### config.mk
export PLATFORM = sky130hd
export DESIGN_NAME = ft12_frame_builder_unit
export DESIGN_NICKNAME = d
export VERILOG_FILES = /design/src/rtl/ft12fb_pkg.sv /design/src/rtl/ft12_frame_builder_unit.sv /design/src/rtl/ft12fb_front.sv /design/src/rtl/ft12fb_fifo.sv /design/src/rtl/ft12fb_back.sv
export SDC_FILE = /design/constraint.sdc
export NUM_CORES = 1
export LEC_CHECK = 0
export BUFFER_PORTS_ARGS = -buffer_cell sky130_fd_sc_hd__buf_2
export CAP_MARGIN = 40
export CORE_MARGIN = 4
export CORE_UTILIZATION = 55
export DETAILED_ROUTE_END_ITERATION = 10
export PLACE_DENSITY = 0.76
export SLEW_MARGIN = 40
export SYNTH_ARGS = -nofsm -noshare
export SYNTH_HDL_FRONTEND = slang
export SYNTH_SLANG_ARGS = --single-unit
### constraint.sdc
create_clock -name clk_i -period 3.17 [get_ports clk_i]
set_clock_uncertainty 0.05 [all_clocks]
set_input_delay 0.4755 -clock clk_i [delete_from_list [all_inputs] [get_ports clk_i]]
set_output_delay 0.4755 -clock clk_i [all_outputs]
set_load 0.05 [all_outputs]
### src/rtl/ft12fb_pkg.sv
`default_nettype none

package ft12fb_pkg;

  // Frame characters.
  localparam logic [7:0] StartVar  = 8'h68;
  localparam logic [7:0] StartFix  = 8'h10;
  localparam logic [7:0] CtrlTog1  = 8'h73;
  localparam logic [7:0] CtrlTog0  = 8'h53;
  localparam logic [7:0] CtrlReset = 8'h40;
  localparam logic [7:0] EndChar   = 8'h16;

  // Input kind carried on tuser bit 0.
  localparam logic CmdReset = 1'b0;
  localparam logic CmdData  = 1'b1;

  // Byte positions inside a variable-length frame.
  // A reset frame uses positions 0 to 3 of its own sequence.
  localparam logic [2:0] PosStart0 = 3'd0;
  localparam logic [2:0] PosLen0   = 3'd1;
  localparam logic [2:0] PosLen1   = 3'd2;
  localparam logic [2:0] PosStart1 = 3'd3;
  localparam logic [2:0] PosCtrl   = 3'd4;
  localparam logic [2:0] PosData   = 3'd5;
  localparam logic [2:0] PosSum    = 3'd6;
  localparam logic [2:0] PosEnd    = 3'd7;
  localparam logic [2:0] PosRstEnd = 3'd3;

  // Job queue geometry.
  localparam int unsigned FifoDepth = 4;
  localparam int unsigned FifoAw    = $clog2(FifoDepth);

  // One classified item, ready for byte emission.
  typedef struct packed {
    logic       is_reset;
    logic       first;
    logic       final_b;
    logic [7:0] lfield;
    logic [7:0] ctrl;
    logic [7:0] data;
    logic [7:0] sum;
  } job_t;

  // Queue status seen by both sides.
  typedef struct packed {
    logic full;
    logic empty;
  } fifo_stat_t;

endpackage

`default_nettype wire

### src/rtl/ft12_frame_builder_unit.sv
// FT1.2 frame builder.
//
// Input stream (s_axis): one item per transfer. tuser bit 0 selects a reset
// frame (0) or a payload byte (1); tuser bit 1 marks the first payload byte
// of a frame, tlast the last one. tdata carries the payload byte and the
// frame length, which is read only with the first byte.
// Output stream (m_axis): one frame byte per transfer in tdata; tlast marks
// the last byte that a given input item produced.
// A reset item yields 4 bytes, a mid-frame byte 1, a first byte 6, a last
// byte 3, and a byte that both opens and closes a frame 8.
// An input item is written into the job queue; when the queue was empty, the
// sequencer then registers its first output byte. The byte sequencer emits one
// byte per cycle while the receiver accepts, so sustained throughput is one
// output byte per cycle; mid-frame items flow at one per cycle, and header or
// trailer bursts are absorbed by a 4-entry job queue. s_axis_tready drops only
// while that queue is full. Reset clears the toggle bit, the checksum, the
// queue and the output valid flag. When the receiver holds m_axis_tready low,
// the current byte stays on the port and the queue fills behind it.
`default_nettype none

module ft12_frame_builder_unit (
  input  wire logic        clk_i,
  input  wire logic        rst_ni,
  input  wire logic        s_axis_tvalid,
  output logic             s_axis_tready,
  input  wire logic [15:0] s_axis_tdata,  // [7:0] data_byte, [15:8] frame_length
  input  wire logic [1:0]  s_axis_tuser,  // [0] cmd, [1] first_byte
  input  wire logic        s_axis_tlast,  // final_byte
  output logic             m_axis_tvalid,
  input  wire logic        m_axis_tready,
  output logic [7:0]       m_axis_tdata,  // [7:0] out_byte
  output logic             m_axis_tlast   // run_end
);

  logic                   in_xfer;
  logic                   pop;
  logic                   busy;
  ft12fb_pkg::job_t       new_job;
  ft12fb_pkg::job_t       head_job;
  ft12fb_pkg::fifo_stat_t q_stat;

  assign s_axis_tready = !q_stat.full;
  assign in_xfer       = s_axis_tvalid && s_axis_tready;

  // Classify items and keep frame state.
  ft12fb_front u_front (
    .clk_i          (clk_i),
    .rst_ni         (rst_ni),
    .accept_i       (in_xfer),
    .cmd_i          (s_axis_tuser[0]),
    .data_byte_i    (s_axis_tdata[7:0]),
    .frame_length_i (s_axis_tdata[15:8]),
    .first_byte_i   (s_axis_tuser[1]),
    .final_byte_i   (s_axis_tlast),
    .job_o          (new_job)
  );

  // Job queue between the two sides.
  ft12fb_fifo u_fifo (
    .clk_i      (clk_i),
    .rst_ni     (rst_ni),
    .push_i     (in_xfer),
    .push_job_i (new_job),
    .pop_i      (pop),
    .head_o     (head_job),
    .stat_o     (q_stat)
  );

  // Byte sequencer and output register.
  ft12fb_back u_back (
    .clk_i        (clk_i),
    .rst_ni       (rst_ni),
    .head_i       (head_job),
    .head_valid_i (!q_stat.empty),
    .pop_o        (pop),
    .busy_o       (busy),
    .out_valid_o  (m_axis_tvalid),
    .out_byte_o   (m_axis_tdata),
    .run_end_o    (m_axis_tlast),
    .out_ready_i  (m_axis_tready)
  );

  // A pushed job stays queued at least until the next edge.
  a_push_not_empty: assert property (@(posedge clk_i) disable iff (!rst_ni)
    in_xfer |=> !q_stat.empty)
    else $error("queue empty right after an input transfer");

  // The sequencer only works on a queued job.
  a_busy_has_job: assert property (@(posedge clk_i) disable iff (!rst_ni)
    busy |-> !q_stat.empty)
    else $error("sequencer busy with an empty queue");

  // A pop only happens while the queue holds a job.
  a_pop_not_empty: assert property (@(posedge clk_i) disable iff (!rst_ni)
    pop |-> !q_stat.empty)
    else $error("pop from an empty queue");

endmodule

`default_nettype wire

### src/rtl/ft12fb_front.sv
`default_nettype none

module ft12fb_front (
  input  wire logic              clk_i,
  input  wire logic              rst_ni,
  input  wire logic              accept_i,
  input  wire logic              cmd_i,
  input  wire logic [7:0]        data_byte_i,
  input  wire logic [7:0]        frame_length_i,
  input  wire logic              first_byte_i,
  input  wire logic              final_byte_i,
  output ft12fb_pkg::job_t       job_o
);

  logic       toggle_q, toggle_d;
  logic [7:0] sum_q, sum_d;
  logic [7:0] ctrl;
  logic [7:0] base;
  logic [7:0] new_sum;

  // Control byte and checksum for the incoming byte.
  assign ctrl    = toggle_q ? ft12fb_pkg::CtrlTog1 : ft12fb_pkg::CtrlTog0;
  assign base    = first_byte_i ? ctrl : sum_q;
  assign new_sum = base + data_byte_i;

  // Next toggle and sum state on a transfer.
  always_comb begin
    toggle_d = toggle_q;
    sum_d    = sum_q;
    if (accept_i) begin
      if (cmd_i == ft12fb_pkg::CmdReset) begin
        toggle_d = 1'b1;
      end else begin
        sum_d = new_sum;
        if (first_byte_i) begin
          toggle_d = ~toggle_q;
        end
      end
    end
  end

  always_ff @(posedge clk_i or negedge rst_ni) begin
    if (!rst_ni) begin
      toggle_q <= 1'b0;
      sum_q    <= 8'h00;
    end else begin
      toggle_q <= toggle_d;
      sum_q    <= sum_d;
    end
  end

  // Job descriptor handed to the queue.
  always_comb begin
    job_o.is_reset = (cmd_i == ft12fb_pkg::CmdReset);
    job_o.first    = first_byte_i;
    job_o.final_b  = final_byte_i;
    job_o.lfield   = frame_length_i + 8'd1;
    job_o.ctrl     = ctrl;
    job_o.data     = data_byte_i;
    job_o.sum      = new_sum;
  end

endmodule

`default_nettype wire

### src/rtl/ft12fb_fifo.sv
`default_nettype none

module ft12fb_fifo (
  input  wire logic                 clk_i,
  input  wire logic                 rst_ni,
  input  wire logic                 push_i,
  input  wire ft12fb_pkg::job_t     push_job_i,
  input  wire logic                 pop_i,
  output ft12fb_pkg::job_t          head_o,
  output ft12fb_pkg::fifo_stat_t    stat_o
);

  ft12fb_pkg::job_t mem_q [ft12fb_pkg::FifoDepth];
  logic [ft12fb_pkg::FifoAw:0] wr_ptr_q, wr_ptr_d;
  logic [ft12fb_pkg::FifoAw:0] rd_ptr_q, rd_ptr_d;

  // Status from the pointer pair; the top bit tells wrap.
  assign stat_o.empty = (wr_ptr_q == rd_ptr_q);
  assign stat_o.full  =
    (wr_ptr_q[ft12fb_pkg::FifoAw] != rd_ptr_q[ft12fb_pkg::FifoAw]) &&
    (wr_ptr_q[ft12fb_pkg::FifoAw-1:0] == rd_ptr_q[ft12fb_pkg::FifoAw-1:0]);

  assign head_o = mem_q[rd_ptr_q[ft12fb_pkg::FifoAw-1:0]];

  assign wr_ptr_d = push_i ? wr_ptr_q + 1'b1 : wr_ptr_q;
  assign rd_ptr_d = pop_i  ? rd_ptr_q + 1'b1 : rd_ptr_q;

  always_ff @(posedge clk_i or negedge rst_ni) begin
    if (!rst_ni) begin
      wr_ptr_q <= '0;
      rd_ptr_q <= '0;
    end else begin
      wr_ptr_q <= wr_ptr_d;
      rd_ptr_q <= rd_ptr_d;
    end
  end

  // Entry storage needs no reset.
  always_ff @(posedge clk_i) begin
    if (push_i) begin
      mem_q[wr_ptr_q[ft12fb_pkg::FifoAw-1:0]] <= push_job_i;
    end
  end

endmodule

`default_nettype wire

### src/rtl/ft12fb_back.sv
`default_nettype none

module ft12fb_back (
  input  wire logic              clk_i,
  input  wire logic              rst_ni,
  input  wire ft12fb_pkg::job_t  head_i,
  input  wire logic              head_valid_i,
  output logic                   pop_o,
  output logic                   busy_o,
  output logic                   out_valid_o,
  output logic [7:0]             out_byte_o,
  output logic                   run_end_o,
  input  wire logic              out_ready_i
);

  logic       busy_q, busy_d;
  logic [2:0] pos_q, pos_d;
  logic [2:0] start_pos;
  logic [2:0] end_pos;
  logic [2:0] cur_pos;
  logic       last;
  logic       emit;
  logic [7:0] cur_byte;
  logic       valid_q, valid_d;
  logic [7:0] byte_q;
  logic       run_end_q;

  // First and last byte position of the head job.
  always_comb begin
    if (head_i.is_reset) begin
      start_pos = ft12fb_pkg::PosStart0;
      end_pos   = ft12fb_pkg::PosRstEnd;
    end else begin
      start_pos = head_i.first   ? ft12fb_pkg::PosStart0 : ft12fb_pkg::PosData;
      end_pos   = head_i.final_b ? ft12fb_pkg::PosEnd    : ft12fb_pkg::PosData;
    end
  end

  assign cur_pos = busy_q ? pos_q : start_pos;
  assign last    = (cur_pos == end_pos);
  assign emit    = head_valid_i && (!valid_q || out_ready_i);
  assign pop_o   = emit && last;
  assign busy_o  = busy_q;

  // Byte at the current position.
  always_comb begin
    if (head_i.is_reset) begin
      unique case (cur_pos) inside
        ft12fb_pkg::PosStart0: cur_byte = ft12fb_pkg::StartFix;
        ft12fb_pkg::PosRstEnd: cur_byte = ft12fb_pkg::EndChar;
        default:               cur_byte = ft12fb_pkg::CtrlReset;
      endcase
    end else begin
      unique case (cur_pos) inside
        ft12fb_pkg::PosStart0, ft12fb_pkg::PosStart1: cur_byte = ft12fb_pkg::StartVar;
        ft12fb_pkg::PosLen0, ft12fb_pkg::PosLen1:     cur_byte = head_i.lfield;
        ft12fb_pkg::PosCtrl:                          cur_byte = head_i.ctrl;
        ft12fb_pkg::PosData:                          cur_byte = head_i.data;
        ft12fb_pkg::PosSum:                           cur_byte = head_i.sum;
        default:                                      cur_byte = ft12fb_pkg::EndChar;
      endcase
    end
  end

  // Sequencer position across one job.
  always_comb begin
    busy_d = busy_q;
    pos_d  = pos_q;
    if (emit) begin
      busy_d = !last;
      pos_d  = cur_pos + 3'd1;
    end
  end

  // Output register drains on a transfer and refills on an emit.
  assign valid_d = emit ? 1'b1 : (out_ready_i ? 1'b0 : valid_q);

  always_ff @(posedge clk_i or negedge rst_ni) begin
    if (!rst_ni) begin
      busy_q  <= 1'b0;
      pos_q   <= '0;
      valid_q <= 1'b0;
    end else begin
      busy_q  <= busy_d;
      pos_q   <= pos_d;
      valid_q <= valid_d;
    end
  end

  always_ff @(posedge clk_i) begin
    if (emit) begin
      byte_q    <= cur_byte;
      run_end_q <= last;
    end
  end

  assign out_valid_o = valid_q;
  assign out_byte_o  = byte_q;
  assign run_end_o   = run_end_q;

endmodule

`default_nettype wire

==> results.md <==
- EDFF count, synth: about 120
- Tcrit/Tclk final: 0.8915
- Initial Util: 0.5694
- Max-slew violations: 0
- Fmax: 353.8 MHz
- Synthesis-to-finish area growth: 15.09%
- N_diodes: 0
- WL final: 11840 um
- # clock sinks: around 140
- Finished Layout Cells: around 590
- Async SR Flop Fraction: 0.1418
- Detailed Routing Iterations Pass 1: 4
- Internal: 4.943 mW
- Inst Count DP: 555
- Die X: 114.6 um
- Setup violations, final: 0
- IO Port Bufs: 33
- Max Cap Viol: 0
- Commonest non-fill, non-tap cell in the layout: edfxtp_1
- Detailed-route via count: 3410
- Required @ worst endpoint: 3260 ps
- Synth warn: 0
- Rows: 38
- CTS Buf Count: 17
- Combinational Power Share: 0.388
- Psw: 2.788 mW
- Initial DRC Count: about 270
- Power share of the clock group: 0.231
- Grt ovf: 0
- Final Hold Vio Count: 0
- First-pass GRT wire length: 19570 um
- Most common cell on crit path: ha_1
- Final worst path period need: 2826 ps
- Worst-case clock buffer depth: 2
- Post-cts sizing count: 0
- Crit Path Category: flop to flop
- Commonest cells after routing, fill and taps aside: edfxtp_1, buf_2, mux4_2
- Worst-path clk slew: approximately 60 ps
- RePlAce Congestion: 0.8879
- CP max FO: 7
- Critical Path End Type: flop
- Max VDD drop: between 0.6 and 0.7 mV
- Die height: 114.6 um
- Pwr/cell area: 1074 nW/um^2
- Synthesized net count: 428
- RSZ-0062 raised after global routing: no
- Cell Chain, Critical Path: mux4_2, nor3_2, a21oi_1, inv_1, ha_1, ha_1, o41ai_1, buf_4, a31oi_1
- Drt drc: 0
- Static Leak: around 2.6 nW
- Initial antenna violation count: 0
- Max-slew headroom: 0.6188
- Slowest CP cell: o41ai_1
- Postcts setup bufs: 0
- Post-route ant nets: 0
- Fin Setup TNS: 0 ps
- Vias/cell: about 5.8
- Flop pwr share: 0.381
- Status: complete, no violations
- #FFs+latches synth: 141
- Core footprint: 10980 sq um
- Post-Synthesis Cell Area: 6253 sq um
- Die ar.: approximately 13000 sq um
- Worst-Margin Slew: ~570 ps
- Sequential share of the synthesized area: 0.6611
- Arr. time, crit path: 2920 ps
- Largest net degree at the start of global routing: 31
- Root Buffer: clkbuf_16
- H-tree depth: 4
- Total Nets Final: 478
- Worst setup SP type: flop
- Switching Share: 0.3606
- Worst hold slack: 232.4 ps
- Post-Syn Instances: 385
- Share of cells above drive strength 1: 0.2813
- Post-synth cell types: 53
- CTS tree: yes
- Global Route Usage Sum: 0.2016
- Top FF cell, synth: edfxtp_1
- # hold bufs at CTS: 1
- Worst Hold Class: input port to flop
- Max incr delay on CP: 460 ps
- Hpwl dp: 7834 um
- Avg WL per Cell: 20.13 um
- Clock latency on the worst-skew pair: approximately 420 ps
- Top-level I/O count: 34
- Vias in the first global route: around 3600
- FILL cells: between 600 and 700
- Mapped Avg Cell Area: 16.24 sq um
## metrics by stage
step	cell area, sq um	worst slack, ps	total power, mW	utilization
after detailed placement	6646	214.7	5.973	0.6051
final	7197	343.8	7.731	0.6553
after global routing	7197	118.0	8.169	0.6553
after floorplan	6254	182.6	5.156	-
after CTS	7197	367.0	7.768	0.6553
after global placement	6646	385.1	5.861	0.6051
## cell families after synthesis
kind of cell	Yosys count	synth area share
DFF	141	0.6611
and+or+nand+nor	74	0.06823
AOI/OAI and AO/OA	60	0.06223
muxes	39	0.1168
buffers and inverters	31	0.02241
xor gates and xnor gates	20	0.02801
adders and majority gates	20	0.04122
## power groups by stage
stage	Clock (mW)	Sequential (mW)	Combinational (mW)
CTS	1.80	2.95	3.01
global route	1.89	3.01	3.27
global placement	0	2.95	2.91
floorplan	0	3.14	2.01
detailed placement	0	2.99	2.99
finish	1.79	2.95	3.00
## critical path, delay by kind of cell (launching register included)
kind,cells,cell delay (ps)
compound gates,3,760
flops,1,450
mux,1,430
buf+inv,2,330
simple gates,1,70
fa+ha+maj,2,460
## layout make-up
class,count,area (sq um),share of cell area
Inverter,15,56.30,0.007823
Clock inverter,15,115.1,0.01599
Tap cell,140,175.2,0.02434
Timing Repair Buffer,47,310.3,0.04312
Clock buffer,17,425.4,0.05911
Sequential cell,141,4135,0.5746
Multi-Input combinational cell,213,1979,0.2750
## cell usage after synthesis (2+ instances only)
library cell  instances  area (sq um)
and2_1               11         68.82
nand2b_1              2         12.51
mux2i_1               4         40.04
buf_2                10         50.05
ha_1                 19         237.7
a211o_1               2         17.52
a211oi_2              2         25.02
mux4_2               26         585.6
edfxtp_1            121          3633
xnor2_1              14         122.6
a21o_1                2         15.01
o21ai_1              12         60.06
nor2b_1              16         100.1
inv_1                15         56.30
o21ai_0               8         40.04
nand2_1              15         56.30
nor3_1                4         20.02
nand3_1               4         20.02
xor2_1                6         52.55
nor2_1                9         33.78
o21bai_1              2         15.01
dfrtp_1              20         500.5
a31oi_1               7         43.79
or2_2                 4         25.02
mux2_2                8         90.09
a21oi_1              13         65.06
clkbuf_1              3         11.26
## worst paths after layout
kind                                    startpoint              endpoint  slack, ps  cells after the start
worst max-delay path            u_fifo.rd_ptr_q[0]  u_back.out_byte_o[3]        340                      9
worst min-delay path                  s_axis_tlast   u_fifo.mem_q[3][30]        230                      1
worst max register to register  u_fifo.rd_ptr_q[0]  u_back.out_byte_o[3]        340                      9
worst min register to register    u_front.sum_q[3]      u_front.sum_q[3]        420                      2
max in group asynchronous                   rst_ni    u_fifo.rd_ptr_q[0]       2180                      2
min in group asynchronous                   rst_ni      u_front.sum_q[2]        510                      2
## state kept, by name (all words and copies together), names as in the netlist
register,count
u_fifo.mem_q,112
u_back.out_byte_o,8
u_front.sum_q,8
u_back.pos_q,3
u_fifo.rd_ptr_q,3
u_fifo.wr_ptr_q,3
u_back.busy_o,1
u_back.out_valid_o,1
u_back.run_end_o,1
u_front.toggle_q,1
## routing by layer
metal / vias up / share of wire / GRT usage
li1: 1590 / - / -
met1: 1707 / 0.43 / 0.2703
met2: 103 / 0.50 / 0.3302
met3: 10 / 0.062 / 0.05550
met4: 0 / 0.0076 / 0.04988
met5: - / 0 / 0
(Power assumes the default switching activity.)
